<file path="config.mk">
export PLATFORM = sky130hd
export DESIGN_NAME = irq_priority_task_queue_top_flat
export DESIGN_NICKNAME = d
export VERILOG_FILES = /design/src/hdl/iptq_pkg.sv /design/src/hdl/iptq_req_if.sv /design/src/hdl/iptq_rsp_if.sv /design/src/hdl/irq_priority_task_queue_top.sv /design/src/hdl/iptq_ram.sv /design/src/flat_wrapper.sv
export VERILOG_INCLUDE_DIRS = /design/src /design/src/hdl
export SDC_FILE = /design/constraint.sdc
export NUM_CORES = 1
export LEC_CHECK = 0
export BUFFER_PORTS_ARGS = -buffer_cell sky130_fd_sc_hd__buf_2
export CAP_MARGIN = 25
export CORE_MARGIN = 10
export CORE_UTILIZATION = 61
export CTS_CLUSTER_SIZE = 24
export DETAILED_ROUTE_END_ITERATION = 10
export GPL_TIMING_DRIVEN = 1
export PLACE_DENSITY = 0.79
export SYNTH_ARGS = -nofsm -noshare
export SYNTH_HDL_FRONTEND = slang
export SYNTH_SLANG_ARGS = --single-unit
</file>
<file path="constraint.sdc">
create_clock -name clk_i -period 3.9 [get_ports clk_i]
set_input_delay 0 -clock clk_i [delete_from_list [all_inputs] [get_ports clk_i]]
set_output_delay 0 -clock clk_i [all_outputs]
set_load 0.005 [all_outputs]
</file>
<file path="src/hdl/irq_priority_task_queue_top_assert.svh">
// Assertion macros for the interrupt task queue
`ifndef IRQ_PRIORITY_TASK_QUEUE_TOP_ASSERT_SVH
`define IRQ_PRIORITY_TASK_QUEUE_TOP_ASSERT_SVH
`ifndef ASSERT_OFF
`define IPTQ_ASSERT(label, prop, msg) \
  label: assert property (@(posedge clk_i) disable iff (!rst_ni) (prop)) else $error(msg);
`define IPTQ_ASSERT_IMPLY(label, ante, cons, msg) \
  label: assert property (@(posedge clk_i) disable iff (!rst_ni) (ante) |-> (cons)) \
    else $error(msg);
`else
`define IPTQ_ASSERT(label, prop, msg)
`define IPTQ_ASSERT_IMPLY(label, ante, cons, msg)
`endif
`endif

</file>
<file path="src/hdl/iptq_pkg.sv">
// Shared types and constants of the interrupt task queue
package iptq_pkg;

  localparam int CFG_ADDR_W = 3;
  localparam int CFG_DATA_W = 32;
  localparam int CFG_REG_W  = 8;

  localparam logic REG_UART_PRIO  = 1'b0;
  localparam logic REG_TIMER_PRIO = 1'b1;

  localparam logic [CFG_REG_W-1:0] UART_PRIO_RESET  = 8'd0;
  localparam logic [CFG_REG_W-1:0] TIMER_PRIO_RESET = 8'd1;

  // UART identify bits 2:1
  localparam logic [1:0] UART_CAUSE_TX = 2'd1;
  localparam logic [1:0] UART_CAUSE_RX = 2'd2;

  localparam int SLOT_OUT_W = 4;

  typedef enum logic [1:0] {
    OP_EVENT    = 2'd0,
    OP_DISPATCH = 2'd1,
    OP_DONE     = 2'd2,
    OP_NOP      = 2'd3
  } opcode_e;

  typedef enum logic [1:0] {
    CODE_NONE    = 2'd0,
    CODE_UART_TX = 2'd1,
    CODE_UART_RX = 2'd2,
    CODE_TIMER   = 2'd3
  } handler_e;

endpackage

</file>
<file path="src/hdl/iptq_req_if.sv">
// Request channel: interrupt events, dispatch requests and completions
interface iptq_req_if;
  logic       valid;
  logic       ready;
  logic [1:0] opcode;
  logic       uart_pending;
  logic [1:0] uart_cause;
  logic       timer_pending;
  logic [3:0] done_slot;

  modport source (
    output valid, opcode, uart_pending, uart_cause, timer_pending, done_slot,
    input  ready
  );
  modport sink (
    input  valid, opcode, uart_pending, uart_cause, timer_pending, done_slot,
    output ready
  );
endinterface

</file>
<file path="src/hdl/iptq_rsp_if.sv">
// Response channel: one word per request
interface iptq_rsp_if;
  logic       valid;
  logic       ready;
  logic       dispatch_valid;
  logic [1:0] handler_code;
  logic [3:0] task_slot;
  logic [1:0] mask_source;
  logic       insert_dropped;
  logic       queue_empty;

  modport source (
    output valid, dispatch_valid, handler_code, task_slot, mask_source, insert_dropped,
    output queue_empty,
    input  ready
  );
  modport sink (
    input  valid, dispatch_valid, handler_code, task_slot, mask_source, insert_dropped,
    input  queue_empty,
    output ready
  );
endinterface

</file>
<file path="src/hdl/irq_priority_task_queue_top.sv">
// Interrupt task queue: priority-ordered linked list held in one entry RAM
`include "irq_priority_task_queue_top_assert.svh"

// Deferred interrupt task queue. Tasks live in a RAM of QUEUE_DEPTH entries,
// linked in priority order (lower value first, equal values first in, first
// out); a flop vector marks slots in use and a register holds the list head.
// One request is handled at a time, and its response word is loaded into the
// output register in a final step. An interrupt event that inserts walks the
// list one link per cycle through the RAM's single read port, then writes
// the new entry and up to two neighbor links on the single write port. A
// dispatch reads the head entry and, unless it is already busy, marks it busy
// and reports it; a completion of a slot in use frees it and relinks its
// neighbors. The next request is accepted in the cycle after the response is
// loaded; a response waiting on the output holds back only the following one.
// Priority registers: byte address 0 UART tasks, 4 timer tasks.
module irq_priority_task_queue_top #(
  parameter int QUEUE_DEPTH   = 16,
  parameter int PRIORITY_BITS = 8
) (
  input  logic                             clk_i,
  input  logic                             rst_ni,
  iptq_req_if.sink                         req_i,
  iptq_rsp_if.source                       rsp_o,
  input  logic                             psel,
  input  logic                             penable,
  input  logic                             pwrite,
  input  logic [iptq_pkg::CFG_ADDR_W-1:0]  paddr,
  input  logic [iptq_pkg::CFG_DATA_W-1:0]  pwdata,
  output logic [iptq_pkg::CFG_DATA_W-1:0]  prdata,
  output logic                             pready
);

  import iptq_pkg::*;

  localparam int IW = $clog2(QUEUE_DEPTH);
  localparam int LW = $clog2(QUEUE_DEPTH + 1);
  localparam logic [LW-1:0] NIL_LINK = LW'(QUEUE_DEPTH);

  typedef struct packed {
    logic [PRIORITY_BITS-1:0] prio;
    handler_e                 code;
    logic                     busy;
    logic [LW-1:0]            next;
    logic [LW-1:0]            prev;
  } entry_t;

  typedef enum logic [3:0] {
    ST_IDLE,
    ST_INS_CHK,
    ST_WR_NEW,
    ST_WR_CUR,
    ST_WR_NX,
    ST_DSP_CHK,
    ST_CMP_CHK,
    ST_CMP_WP,
    ST_CMP_WN,
    ST_FIN
  } state_e;

  state_e                   state_q;
  logic [LW-1:0]            head_q;
  logic [QUEUE_DEPTH-1:0]   in_use_q;
  logic [LW-1:0]            cur_q;
  logic [LW-1:0]            nx_q;
  entry_t                   cur_word_q;
  entry_t                   nx_word_q;
  logic [IW-1:0]            slot_q;
  logic [PRIORITY_BITS-1:0] prio_q;
  handler_e                 code_q;

  logic                  res_dv_q;
  handler_e              res_hc_q;
  logic [SLOT_OUT_W-1:0] res_ts_q;
  handler_e              res_ms_q;
  logic                  res_drop_q;

  logic                  out_valid_q;
  logic                  out_dv_q;
  handler_e              out_hc_q;
  logic [SLOT_OUT_W-1:0] out_ts_q;
  handler_e              out_ms_q;
  logic                  out_drop_q;
  logic                  out_empty_q;

  logic [CFG_REG_W-1:0] uart_prio_q;
  logic [CFG_REG_W-1:0] timer_prio_q;

  logic          ram_we;
  logic [IW-1:0] ram_waddr;
  entry_t        ram_wdata;
  logic [IW-1:0] ram_raddr;
  entry_t        ram_rdata;

  logic                     req_fire;
  handler_e                 ev_code;
  logic [PRIORITY_BITS-1:0] ev_prio;
  logic                     free_found;
  logic [IW-1:0]            free_idx;
  logic [IW-1:0]            done_idx;
  logic                     done_hit;
  logic                     head_nil;
  logic                     cfg_wr;
  logic                     cfg_idx;

  // ---------------------------------------------------------------------------
  // Configuration port
  assign pready  = 1'b1;
  assign cfg_idx = paddr[2];
  assign cfg_wr  = psel && penable && pwrite;

  always_ff @(posedge clk_i or negedge rst_ni) begin
    if (!rst_ni) begin
      uart_prio_q  <= UART_PRIO_RESET;
      timer_prio_q <= TIMER_PRIO_RESET;
    end else if (cfg_wr) begin
      unique case (cfg_idx)
        REG_UART_PRIO:  uart_prio_q  <= pwdata[CFG_REG_W-1:0];
        REG_TIMER_PRIO: timer_prio_q <= pwdata[CFG_REG_W-1:0];
        default: ;
      endcase
    end
  end

  always_comb begin
    unique case (cfg_idx)
      REG_UART_PRIO:  prdata = CFG_DATA_W'(uart_prio_q);
      REG_TIMER_PRIO: prdata = CFG_DATA_W'(timer_prio_q);
      default:        prdata = '0;
    endcase
  end

  // ---------------------------------------------------------------------------
  // Request decode
  assign req_i.ready = (state_q == ST_IDLE);
  assign req_fire    = req_i.valid && req_i.ready;
  assign head_nil    = (head_q == NIL_LINK);

  // a UART with another cause masks the timer check as well
  always_comb begin
    ev_code = CODE_NONE;
    ev_prio = '0;
    if (req_i.uart_pending) begin
      if (req_i.uart_cause == UART_CAUSE_TX) begin
        ev_code = CODE_UART_TX;
        ev_prio = PRIORITY_BITS'(uart_prio_q);
      end else if (req_i.uart_cause == UART_CAUSE_RX) begin
        ev_code = CODE_UART_RX;
        ev_prio = PRIORITY_BITS'(uart_prio_q);
      end
    end else if (req_i.timer_pending) begin
      ev_code = CODE_TIMER;
      ev_prio = PRIORITY_BITS'(timer_prio_q);
    end
  end

  // lowest free slot
  always_comb begin
    free_found = 1'b0;
    free_idx   = '0;
    for (int i = QUEUE_DEPTH - 1; i >= 0; i--) begin
      if (!in_use_q[i]) begin
        free_found = 1'b1;
        free_idx   = IW'(i);
      end
    end
  end

  assign done_idx = IW'(req_i.done_slot);
  assign done_hit = (int'(req_i.done_slot) < QUEUE_DEPTH) && in_use_q[done_idx];

  // ---------------------------------------------------------------------------
  // Entry RAM access
  always_comb begin
    ram_raddr = head_q[IW-1:0];
    ram_we    = 1'b0;
    ram_waddr = slot_q;
    ram_wdata = ram_rdata;
    unique case (state_q)
      ST_IDLE: begin
        if (opcode_e'(req_i.opcode) == OP_DONE) begin
          ram_raddr = done_idx;
        end
      end
      ST_INS_CHK: begin
        ram_raddr = ram_rdata.next[IW-1:0];
      end
      ST_WR_NEW: begin
        ram_we         = 1'b1;
        ram_waddr      = slot_q;
        ram_wdata.prio = prio_q;
        ram_wdata.code = code_q;
        ram_wdata.busy = 1'b0;
        ram_wdata.next = nx_q;
        ram_wdata.prev = cur_q;
      end
      ST_WR_CUR: begin
        ram_we         = 1'b1;
        ram_waddr      = cur_q[IW-1:0];
        ram_wdata      = cur_word_q;
        ram_wdata.next = LW'(slot_q);
      end
      ST_WR_NX: begin
        ram_we         = 1'b1;
        ram_waddr      = nx_q[IW-1:0];
        ram_wdata      = nx_word_q;
        ram_wdata.prev = LW'(slot_q);
      end
      ST_DSP_CHK: begin
        ram_we         = !ram_rdata.busy;
        ram_waddr      = head_q[IW-1:0];
        ram_wdata.busy = 1'b1;
      end
      ST_CMP_CHK: begin
        if (ram_rdata.prev != NIL_LINK) begin
          ram_raddr = ram_rdata.prev[IW-1:0];
        end else begin
          ram_raddr = ram_rdata.next[IW-1:0];
        end
      end
      ST_CMP_WP: begin
        ram_we         = 1'b1;
        ram_waddr      = cur_q[IW-1:0];
        ram_wdata.next = nx_q;
        ram_raddr      = nx_q[IW-1:0];
      end
      ST_CMP_WN: begin
        ram_we         = 1'b1;
        ram_waddr      = nx_q[IW-1:0];
        ram_wdata.prev = cur_q;
      end
      ST_FIN: ;
      default: ;
    endcase
  end

  iptq_ram #(
    .WIDTH ($bits(entry_t)),
    .DEPTH (QUEUE_DEPTH)
  ) u_entry_ram (
    .clk_i   (clk_i),
    .we_i    (ram_we),
    .waddr_i (ram_waddr),
    .wdata_i (ram_wdata),
    .raddr_i (ram_raddr),
    .rdata_o (ram_rdata)
  );

  // ---------------------------------------------------------------------------
  // Sequencer
  always_ff @(posedge clk_i or negedge rst_ni) begin
    if (!rst_ni) begin
      state_q     <= ST_IDLE;
      head_q      <= NIL_LINK;
      in_use_q    <= '0;
      cur_q       <= NIL_LINK;
      nx_q        <= NIL_LINK;
      cur_word_q  <= '0;
      nx_word_q   <= '0;
      slot_q      <= '0;
      prio_q      <= '0;
      code_q      <= CODE_NONE;
      res_dv_q    <= 1'b0;
      res_hc_q    <= CODE_NONE;
      res_ts_q    <= '0;
      res_ms_q    <= CODE_NONE;
      res_drop_q  <= 1'b0;
      out_valid_q <= 1'b0;
      out_dv_q    <= 1'b0;
      out_hc_q    <= CODE_NONE;
      out_ts_q    <= '0;
      out_ms_q    <= CODE_NONE;
      out_drop_q  <= 1'b0;
      out_empty_q <= 1'b1;
    end else begin
      // in ST_FIN the output word is reloaded instead
      if (rsp_o.ready && state_q != ST_FIN) begin
        out_valid_q <= 1'b0;
      end
      unique case (state_q)
        ST_IDLE: begin
          if (req_fire) begin
            res_dv_q   <= 1'b0;
            res_hc_q   <= CODE_NONE;
            res_ts_q   <= '0;
            res_ms_q   <= (opcode_e'(req_i.opcode) == OP_EVENT) ? ev_code : CODE_NONE;
            res_drop_q <= (opcode_e'(req_i.opcode) == OP_EVENT) && (ev_code != CODE_NONE)
                          && !free_found;
            unique case (opcode_e'(req_i.opcode))
              OP_EVENT: begin
                if (ev_code != CODE_NONE && free_found) begin
                  slot_q  <= free_idx;
                  prio_q  <= ev_prio;
                  code_q  <= ev_code;
                  cur_q   <= NIL_LINK;
                  nx_q    <= head_q;
                  state_q <= head_nil ? ST_WR_NEW : ST_INS_CHK;
                end else begin
                  state_q <= ST_FIN;
                end
              end
              OP_DISPATCH: begin
                state_q <= head_nil ? ST_FIN : ST_DSP_CHK;
              end
              OP_DONE: begin
                if (done_hit) begin
                  slot_q  <= done_idx;
                  state_q <= ST_CMP_CHK;
                end else begin
                  state_q <= ST_FIN;
                end
              end
              OP_NOP:  state_q <= ST_FIN;
              default: state_q <= ST_FIN;
            endcase
          end
        end
        // new task goes before nx_q once nx_q is strictly less urgent
        ST_INS_CHK: begin
          if (prio_q < ram_rdata.prio) begin
            nx_word_q <= ram_rdata;
            state_q   <= ST_WR_NEW;
          end else begin
            cur_q      <= nx_q;
            cur_word_q <= ram_rdata;
            nx_q       <= ram_rdata.next;
            if (ram_rdata.next == NIL_LINK) begin
              state_q <= ST_WR_NEW;
            end
          end
        end
        ST_WR_NEW: begin
          in_use_q[slot_q] <= 1'b1;
          if (cur_q == NIL_LINK) begin
            head_q <= LW'(slot_q);
          end
          priority if (cur_q != NIL_LINK) begin
            state_q <= ST_WR_CUR;
          end else if (nx_q != NIL_LINK) begin
            state_q <= ST_WR_NX;
          end else begin
            state_q <= ST_FIN;
          end
        end
        ST_WR_CUR: begin
          state_q <= (nx_q != NIL_LINK) ? ST_WR_NX : ST_FIN;
        end
        ST_WR_NX: begin
          state_q <= ST_FIN;
        end
        ST_DSP_CHK: begin
          if (!ram_rdata.busy) begin
            res_dv_q <= 1'b1;
            res_hc_q <= ram_rdata.code;
            res_ts_q <= SLOT_OUT_W'(head_q);
          end
          state_q <= ST_FIN;
        end
        ST_CMP_CHK: begin
          cur_q            <= ram_rdata.prev;
          nx_q             <= ram_rdata.next;
          in_use_q[slot_q] <= 1'b0;
          if (head_q == LW'(slot_q)) begin
            head_q <= ram_rdata.next;
          end
          priority if (ram_rdata.prev != NIL_LINK) begin
            state_q <= ST_CMP_WP;
          end else if (ram_rdata.next != NIL_LINK) begin
            state_q <= ST_CMP_WN;
          end else begin
            state_q <= ST_FIN;
          end
        end
        ST_CMP_WP: begin
          state_q <= (nx_q != NIL_LINK) ? ST_CMP_WN : ST_FIN;
        end
        ST_CMP_WN: begin
          state_q <= ST_FIN;
        end
        ST_FIN: begin
          if (!out_valid_q || rsp_o.ready) begin
            out_valid_q <= 1'b1;
            out_dv_q    <= res_dv_q;
            out_hc_q    <= res_hc_q;
            out_ts_q    <= res_ts_q;
            out_ms_q    <= res_ms_q;
            out_drop_q  <= res_drop_q;
            out_empty_q <= head_nil;
            state_q     <= ST_IDLE;
          end
        end
        default: state_q <= ST_IDLE;
      endcase
    end
  end

  assign rsp_o.valid          = out_valid_q;
  assign rsp_o.dispatch_valid = out_dv_q;
  assign rsp_o.handler_code   = out_hc_q;
  assign rsp_o.task_slot      = out_ts_q;
  assign rsp_o.mask_source    = out_ms_q;
  assign rsp_o.insert_dropped = out_drop_q;
  assign rsp_o.queue_empty    = out_empty_q;

  // ---------------------------------------------------------------------------
  // Assertions
  `IPTQ_ASSERT(a_head_in_use, head_nil || in_use_q[head_q[IW-1:0]], "head slot is not in use")
  `IPTQ_ASSERT(a_empty_match, head_nil == (in_use_q == '0), "head and slot map disagree")
  `IPTQ_ASSERT_IMPLY(a_walk_used, state_q == ST_INS_CHK, (nx_q != NIL_LINK) && in_use_q[nx_q[IW-1:0]], "walk reached a free slot")
  `IPTQ_ASSERT_IMPLY(a_dispatch_nonempty, out_valid_q && out_dv_q, !out_empty_q, "dispatch reported empty queue")
  `IPTQ_ASSERT_IMPLY(a_word_from_fin, $rose(out_valid_q), $past(state_q == ST_FIN), "response loaded outside finish")

endmodule

</file>
<file path="src/hdl/iptq_ram.sv">
// Generic single-write, single-read RAM with registered read data
module iptq_ram #(
  parameter  int WIDTH = 8,
  parameter  int DEPTH = 16,
  localparam int AW    = $clog2(DEPTH)
) (
  input  logic             clk_i,
  input  logic             we_i,
  input  logic [AW-1:0]    waddr_i,
  input  logic [WIDTH-1:0] wdata_i,
  input  logic [AW-1:0]    raddr_i,
  output logic [WIDTH-1:0] rdata_o
);

  logic [WIDTH-1:0] mem_q [DEPTH];
  logic [WIDTH-1:0] rdata_q;

  always_ff @(posedge clk_i) begin
    if (we_i) begin
      mem_q[waddr_i] <= wdata_i;
    end
    rdata_q <= mem_q[raddr_i];
  end

  assign rdata_o = rdata_q;

endmodule
</file>
<file path="src/flat_wrapper.sv">
// flat-port wrapper written by rule: the top's interface ports become plain ports
module irq_priority_task_queue_top_flat import iptq_pkg::*;
#(
  parameter int QUEUE_DEPTH   = 16,
  parameter int PRIORITY_BITS = 8
)
  (clk_i, rst_ni, psel, penable, pwrite, paddr, pwdata, prdata, pready, req_i_valid, req_i_opcode, req_i_uart_pending, req_i_uart_cause, req_i_timer_pending, req_i_done_slot, req_i_ready, rsp_o_valid, rsp_o_dispatch_valid, rsp_o_handler_code, rsp_o_task_slot, rsp_o_mask_source, rsp_o_insert_dropped, rsp_o_queue_empty, rsp_o_ready);
  iptq_req_if req_i_i ();
  iptq_rsp_if rsp_o_i ();
  input  logic clk_i;
  input  logic rst_ni;
  input  logic psel;
  input  logic penable;
  input  logic pwrite;
  input  logic [iptq_pkg::CFG_ADDR_W-1:0] paddr;
  input  logic [iptq_pkg::CFG_DATA_W-1:0] pwdata;
  output logic [iptq_pkg::CFG_DATA_W-1:0] prdata;
  output logic pready;
  input wire logic [$bits(req_i_i.valid)-1:0] req_i_valid;
  input wire logic [$bits(req_i_i.opcode)-1:0] req_i_opcode;
  input wire logic [$bits(req_i_i.uart_pending)-1:0] req_i_uart_pending;
  input wire logic [$bits(req_i_i.uart_cause)-1:0] req_i_uart_cause;
  input wire logic [$bits(req_i_i.timer_pending)-1:0] req_i_timer_pending;
  input wire logic [$bits(req_i_i.done_slot)-1:0] req_i_done_slot;
  output wire logic [$bits(req_i_i.ready)-1:0] req_i_ready;
  output wire logic [$bits(rsp_o_i.valid)-1:0] rsp_o_valid;
  output wire logic [$bits(rsp_o_i.dispatch_valid)-1:0] rsp_o_dispatch_valid;
  output wire logic [$bits(rsp_o_i.handler_code)-1:0] rsp_o_handler_code;
  output wire logic [$bits(rsp_o_i.task_slot)-1:0] rsp_o_task_slot;
  output wire logic [$bits(rsp_o_i.mask_source)-1:0] rsp_o_mask_source;
  output wire logic [$bits(rsp_o_i.insert_dropped)-1:0] rsp_o_insert_dropped;
  output wire logic [$bits(rsp_o_i.queue_empty)-1:0] rsp_o_queue_empty;
  input wire logic [$bits(rsp_o_i.ready)-1:0] rsp_o_ready;
  assign req_i_i.valid = req_i_valid;
  assign req_i_i.opcode = req_i_opcode;
  assign req_i_i.uart_pending = req_i_uart_pending;
  assign req_i_i.uart_cause = req_i_uart_cause;
  assign req_i_i.timer_pending = req_i_timer_pending;
  assign req_i_i.done_slot = req_i_done_slot;
  assign req_i_ready = req_i_i.ready;
  assign rsp_o_valid = rsp_o_i.valid;
  assign rsp_o_dispatch_valid = rsp_o_i.dispatch_valid;
  assign rsp_o_handler_code = rsp_o_i.handler_code;
  assign rsp_o_task_slot = rsp_o_i.task_slot;
  assign rsp_o_mask_source = rsp_o_i.mask_source;
  assign rsp_o_insert_dropped = rsp_o_i.insert_dropped;
  assign rsp_o_queue_empty = rsp_o_i.queue_empty;
  assign rsp_o_i.ready = rsp_o_ready;
  irq_priority_task_queue_top #(.QUEUE_DEPTH(QUEUE_DEPTH), .PRIORITY_BITS(PRIORITY_BITS)) u_core (.clk_i(clk_i), .rst_ni(rst_ni), .req_i(req_i_i), .rsp_o(rsp_o_i), .psel(psel), .penable(penable), .pwrite(pwrite), .paddr(paddr), .pwdata(pwdata), .prdata(prdata), .pready(pready));
endmodule
</file>
== Yosys cells after proc, flatten, opt, wreduce, memory -nomap -nowiden ==
Memory sizes are Yosys's and may differ from the RTL's. A register that Yosys moved wholly into a read port is not among the register bits.
Index checks and enable logic that the tools add are counted.

* Output and inout port bits: 46
* Bits in registers: 119
* Latch bits: 0
* Word-level logic and storage cells: 212
* ROM bits: 0
* Memories: 1
* Input bits: 52
* Bits in writable memories: 336

{| class="wikitable"
|+ Memory list
! name !! depth !! bits a word !! read ports !! clocked after memory_dff !! wr ports !! line !! source
|-
| u_core.u_entry_ram.mem_q || 16 || 21 || 1 || 1 || 1 || iptq_ram.sv:15 || <nowiki>logic [WIDTH-1:0] mem_q [DEPTH];</nowiki>
|}

* Multiply operators: 0
* Equality and inequality tests: 34
* Reductions and logical operators: 37
* Bitwise logic cells: 5
* Mux-type cells: 101
* Shift-type cells: 0
* $add $sub $neg: 0
* Order comparisons: 4
* Div/mod/pow operators: 0

{| class="wikitable"
|+ Operators with widths
! operator !! number
|-
| 2-to-1 mux 4 bit || 32
|-
| one-hot mux 32 bit (2 select lines) || 1
|-
| one-hot mux 5 bit (3 select lines) || 4
|-
| 2-to-1 mux 5 bit || 10
|-
| 2-to-1 mux 8 bit || 4
|-
| one-hot mux 16 bit (2 select lines) || 1
|-
| one-hot mux 4 bit (4 select lines) || 2
|-
| one-hot mux 4 bit (8 select lines) || 1
|-
| one-hot mux 10 bit (3 select lines) || 1
|-
| 2-to-1 mux 1 bit || 27
|-
| inequality test 5 bit (second input constant) || 4
|-
| bitwise AND 16 bit || 1
|-
| equality test 4 x 3 -> 1 bit (second input constant) || 4
|-
| 2-to-1 mux 2 bit || 8
|-
| NOT 16 bit || 1
|-
| OR 16 bit || 1
|-
| one-hot mux 4 bit (2 select lines) || 2
|-
| equality test 5 bit (second input constant) || 3
|-
| inequality test 2 bit (second input constant) || 6
|-
| one-hot mux 4 bit (3 select lines) || 1
|-
| AND reduction 2 bit || 6
|-
| < comparator 4 x 5 -> 1 bit (second input constant) || 2
|-
| one-hot mux 5 bit (2 select lines) || 1
|-
| AND reduction 5 bit || 2
|-
| other kinds (29) || 56
|}

== Depth between registers and ports, before layout ==
* Depth in word-level cells: 21
* Depth in mapped cells: 12
* Gate-level depth less buffers: 8

== By module ==
A second synthesis with hierarchy kept.

* Cell total of the unflattened synthesis: 1241
* Area, all modules: 20090.5 µm²

{| class="wikitable"
|+ Modules (own cells, without submodules)
! module !! cells each !! area each (µm²) !! times used !! seq. area each (µm²)
|-
| iptq_ram || 557 || 13277.7 || 1 || 10510.1
|-
| irq_priority_task_queue_top || 684 || 6812.8 || 1 || 2984.1
|}

== Least setup slack after synthesis ==
Ideal clock, no wire load.

* Kind: flip-flop to flip-flop
* Start point: register u_core.state_q[3]
* End point: memory u_core.u_entry_ram.mem_q[7][0] in the netlist's numbering, enable pin
* Buffers on the path: 1
* Arrival time: 3.044 ns
* Stages on the path, launching flop included: 7
* Clock period less this slack: 3.442 ns
* Setup time: 0.399 ns
* Required time: 3.501 ns
* Path slack: 0.458 ns
* Cell sequence: dfrtp_1 -> clkbuf_1 -> nand2b_1 -> a211oi_1 -> a221oi_1 -> or3_1 -> nor2_1

* Cells in the longest elaborated chain, start to end: 5
* Elaborated cells on any way between the ends: 13
* Those cells by class: eq/ne: 6; mux: 4; reduce/logical: 3

{| class="wikitable"
|+ RTL lines
! what !! line !! source
|-
| start, declared || irq_priority_task_queue_top.sv:60 || <nowiki>state_e state_q;</nowiki>
|-
| start signal, assigned || irq_priority_task_queue_top.sv:296 || <nowiki>state_q <= head_nil ? ST_WR_NEW : ST_INS_CHK;</nowiki>
|-
| start signal, assigned || irq_priority_task_queue_top.sv:302 || <nowiki>state_q <= head_nil ? ST_FIN : ST_DSP_CHK;</nowiki>
|-
| start signal, assigned || irq_priority_task_queue_top.sv:345 || <nowiki>state_q <= (nx_q != NIL_LINK) ? ST_WR_NX : ST_FIN;</nowiki>
|-
| equality test 4 x 2 -> 1 bit, or another cell as far along || irq_priority_task_queue_top.sv:178 || <nowiki>unique case (state_q)</nowiki>
|-
| OR reduction 5 bit (no line) || - ||
|-
| one-hot mux 1 bit (2 select lines) || irq_priority_task_queue_top.sv:178 ||
|-
| 2-to-1 mux 1 bit || iptq_ram.sv:19 || <nowiki>if (we_i) begin</nowiki>
|-
| 2-to-1 mux 1 bit (not written as such) || iptq_ram.sv:20 || <nowiki>mem_q[waddr_i] <= wdata_i;</nowiki>
|-
| end, declared || iptq_ram.sv:15 ||
|}

Several ways; a longest one is shown, not always the timed one.

== Worst setup path after layout ==
* Start point: register u_core.state_q[2]
* End point: memory u_core.u_entry_ram.mem_q[15][1] in the netlist's numbering, enable pin

Same word-level chain as after synthesis.

==> impl_metrics.tcl <==
set metrics [dict create \
    status "finished, final reports clean" \
    numCtsBuffers 47 \
    rsz0062_at_grt "false" \
    drt_iter0_drc 1731 \
    start_util 0.620 \
    dp_hpwl_mm 32.0 \
    synth_cell_types 71 \
    synth_edf_count 336 \
    start_kind "flop" \
    synthesis.area_um2 20900 \
    crit_required_ns 4.14 \
    period_share 0.880 \
    grt_pass1_vias 13931 \
    synth_ff_type "edfxtp_1" \
    wl_met1_mm 20.8 \
    crit_type "flop to flop" \
    root_buffer "clkbuf_16" \
    grt_max_degree 70 \
    finalPower_w 0.0228 \
    grt_first_pass_wirelength_mm 81.9 \
    met3RoutedLength_mm 5.15 \
    die_x_um 205 \
    period_needed_ns 3.43 \
    leakage_nw 8.83 \
    wl_per_cell_um 25.2 \
    drt-total-wl_mm 53.4 \
    dp_slack_ns 0.535 \
    layout_common_cells "edfxtp_1 (336), dfrtp_1 (114), mux2i_1 (97), o21ai_0 (89), mux2_2 (77)" \
    ys_seq_area_frac 0.645 \
    ctsHtreeMaxLevel 2 \
    critPathCaptureType "flop" \
    cts_sinks 476 \
    ys_seq_elements 476 \
    yosysTopAreaCell "edfxtp_1" \
    design_area_um2 23800 \
    vias_per_cell 6.61 \
    async_reset_ff_frac 0.250 \
    max_clock_freq_ghz 0.291 \
    synthToLayoutAreaGrowth_pct 13.6 \
    cts_tree "yes" \
    setup_tns_ns 0 \
    powerDensity_nw_per_um2 959 \
    worstMarginPinSlew_ns 1.06 \
    ir_worst_vdd_mv 0.786 \
    io_buffers 46 \
    post-cts-setup-buffers 0 \
    num_antenna_cells 0 \
    overflow 0 \
    hold_violations 0 \
    antenna_found_initial 0 \
    drc 0 \
    wl_met2_mm 25.7 \
    die-area_um2 42100 \
    synth_top_area_share 0.483 \
    synth_warnings 0 \
    route.top_layer_used "met4" \
    ant_nets 0 \
    finClkSkew_ns 0.0241 \
    r2r_cells 6 \
    grt_usage 0.252 \
    cp.arrival_ns 3.68 \
    clk_pin_slew_ns 0.06 \
    avgSynthCellArea_um2 13.6 \
    slew_headroom 0.292 \
    final.setup.worst_slack_ns 0.468 \
    final-setup-viol-count 0 \
    ys_top_cells_by_area "edfxtp_1 (48%), dfrtp_1 (14%), mux2i_1 (4.6%), mux2_2 (4.1%), a211oi_1 (2.4%)" \
    rows 67 \
    drv_cap 0 \
    io_pins 98 \
    synthCells 1540 \
    final_common_cell "edfxtp_1" \
    coreArea_um2 33700 \
    vias 13983 \
    die_y_um 205 \
    critical_path.max_fanout 14 \
    cts_buffer_depth 3 \
    drive_above_1_share 0.199 \
    placed_area_um2 22000 \
    final_nets 1688 \
    gp_congestion 0.913 \
    final_max_slew_viol_count 0 \
    insertion_delay_ns 0.59 \
    drt_first_pass_iters 5 \
    min_path_type "primary input to async pin" \
]
## flip-flops by register name (all words and copies together) (netlist names), 4 cells and up, named ones only
name	cells
u_core.prio_q	8
u_core.u_entry_ram.mem_q	336
u_core.rsp_o.task_slot	4
u_core.cur_word_q	16
u_core.nx_word_q	16
u_core.uart_prio_q	8
u_core.slot_q	4
u_core.head_q	5
u_core.cur_q	5
u_core.timer_prio_q	8
u_core.res_ts_q	4
u_core.nx_q	5
u_core.u_entry_ram.rdata_o	21
u_core.state_q	4
## per-stage QoR
step	std cells	hold WS (ns)	utilization
after CTS	2113	0.0865	0.705
after global routing	2115	0.147	0.705
after global placement	2001	0.156	0.652
after detailed placement	2001	0.164	0.652
after floorplan	1563	-0.296	-
final	2115	0.104	0.705
## cells in the mapped netlist, drive strengths merged, types with 8 or more instances
| cell type | instances |
|---|---|
| mux2i | 97 |
| nand3 | 16 |
| and2 | 8 |
| nor2b | 8 |
| inv | 19 |
| mux2 | 95 |
| clkbuf | 89 |
| a211oi | 66 |
| nand3b | 9 |
| a21oi | 44 |
| or3 | 24 |
| a22o | 15 |
| a31oi | 20 |
| nor3 | 15 |
| a22oi | 15 |
| o22ai | 45 |
| dfxtp | 21 |
| nand2 | 53 |
| dfrtp | 114 |
| nor2 | 92 |
| o211ai | 66 |
| buf | 44 |
| nand2b | 14 |
| edfxtp | 336 |
| o21ai | 91 |
| a2111o | 21 |
| a221o | 17 |
## where the power goes
group | switching, W | internal (W)
Sequential | 0.000902 | 0.00756
Clock | 0.00187 | 0.00263
Combinational | 0.00614 | 0.00369
Total | 0.00891 | 0.0139
## routing by layer
metal | track usage | up-vias
met1 | 0.333 | 6949
met2 | 0.405 | 754
met5 | 0 | -
li1 | - | 6154
met3 | 0.0509 | 126
met4 | 0.0943 | 0
## worst paths after layout
kind                       slack [ns]                 start                              end
min                              0.10                rst_ni           u_core.timer_prio_q[1]
max reg2reg                      0.47     u_core.state_q[2]  u_core.u_entry_ram.mem_q[15][1]
max in group asynchronous        2.87                rst_ni            u_core.cur_word_q[18]
min in group clk_i               0.12   req_i_timer_pending                 u_core.code_q[1]
min reg2reg                      0.49  u_core.nx_word_q[17]             u_core.nx_word_q[17]
max                              0.47     u_core.state_q[2]  u_core.u_entry_ram.mem_q[15][1]
## logic make-up after synthesis
logic type | after synthesis | share of synthesized area
xor+xnor | 6 | 0.00251
compound gates | 432 | 0.144
flops | 476 | 0.645
buf+inv | 153 | 0.0340
mux | 197 | 0.106
simple gates | 267 | 0.0629
other cells | 2 | 0.000359
fa+ha+maj | 7 | 0.00419
## worst max-delay path, cell delays in order, from the launching register on
cell and delay, ns:
dfrtp_1 0.56, nand2b_1 0.34, a211oi_1 0.84, a221oi_1 0.34
or3_1 0.55, nor2_2 0.15, buf_4 0.31
## cell type report
type	instances	area, µm²
inverter	20	75.1
timing repair buffer	150	1190
sequential	476	13500
tap	448	561
clock buffer	69	1330
fill	2197	9940
clock inverter	18	205
multi-input combinational	934	6910
## what timing repair did
action / in CTS / in global routing
endpoints found under the hold margin: 99 / 0
resized for setup: 0 / 0
hold buffers: 25 / 0
Power figures use the tool's default switching activity.
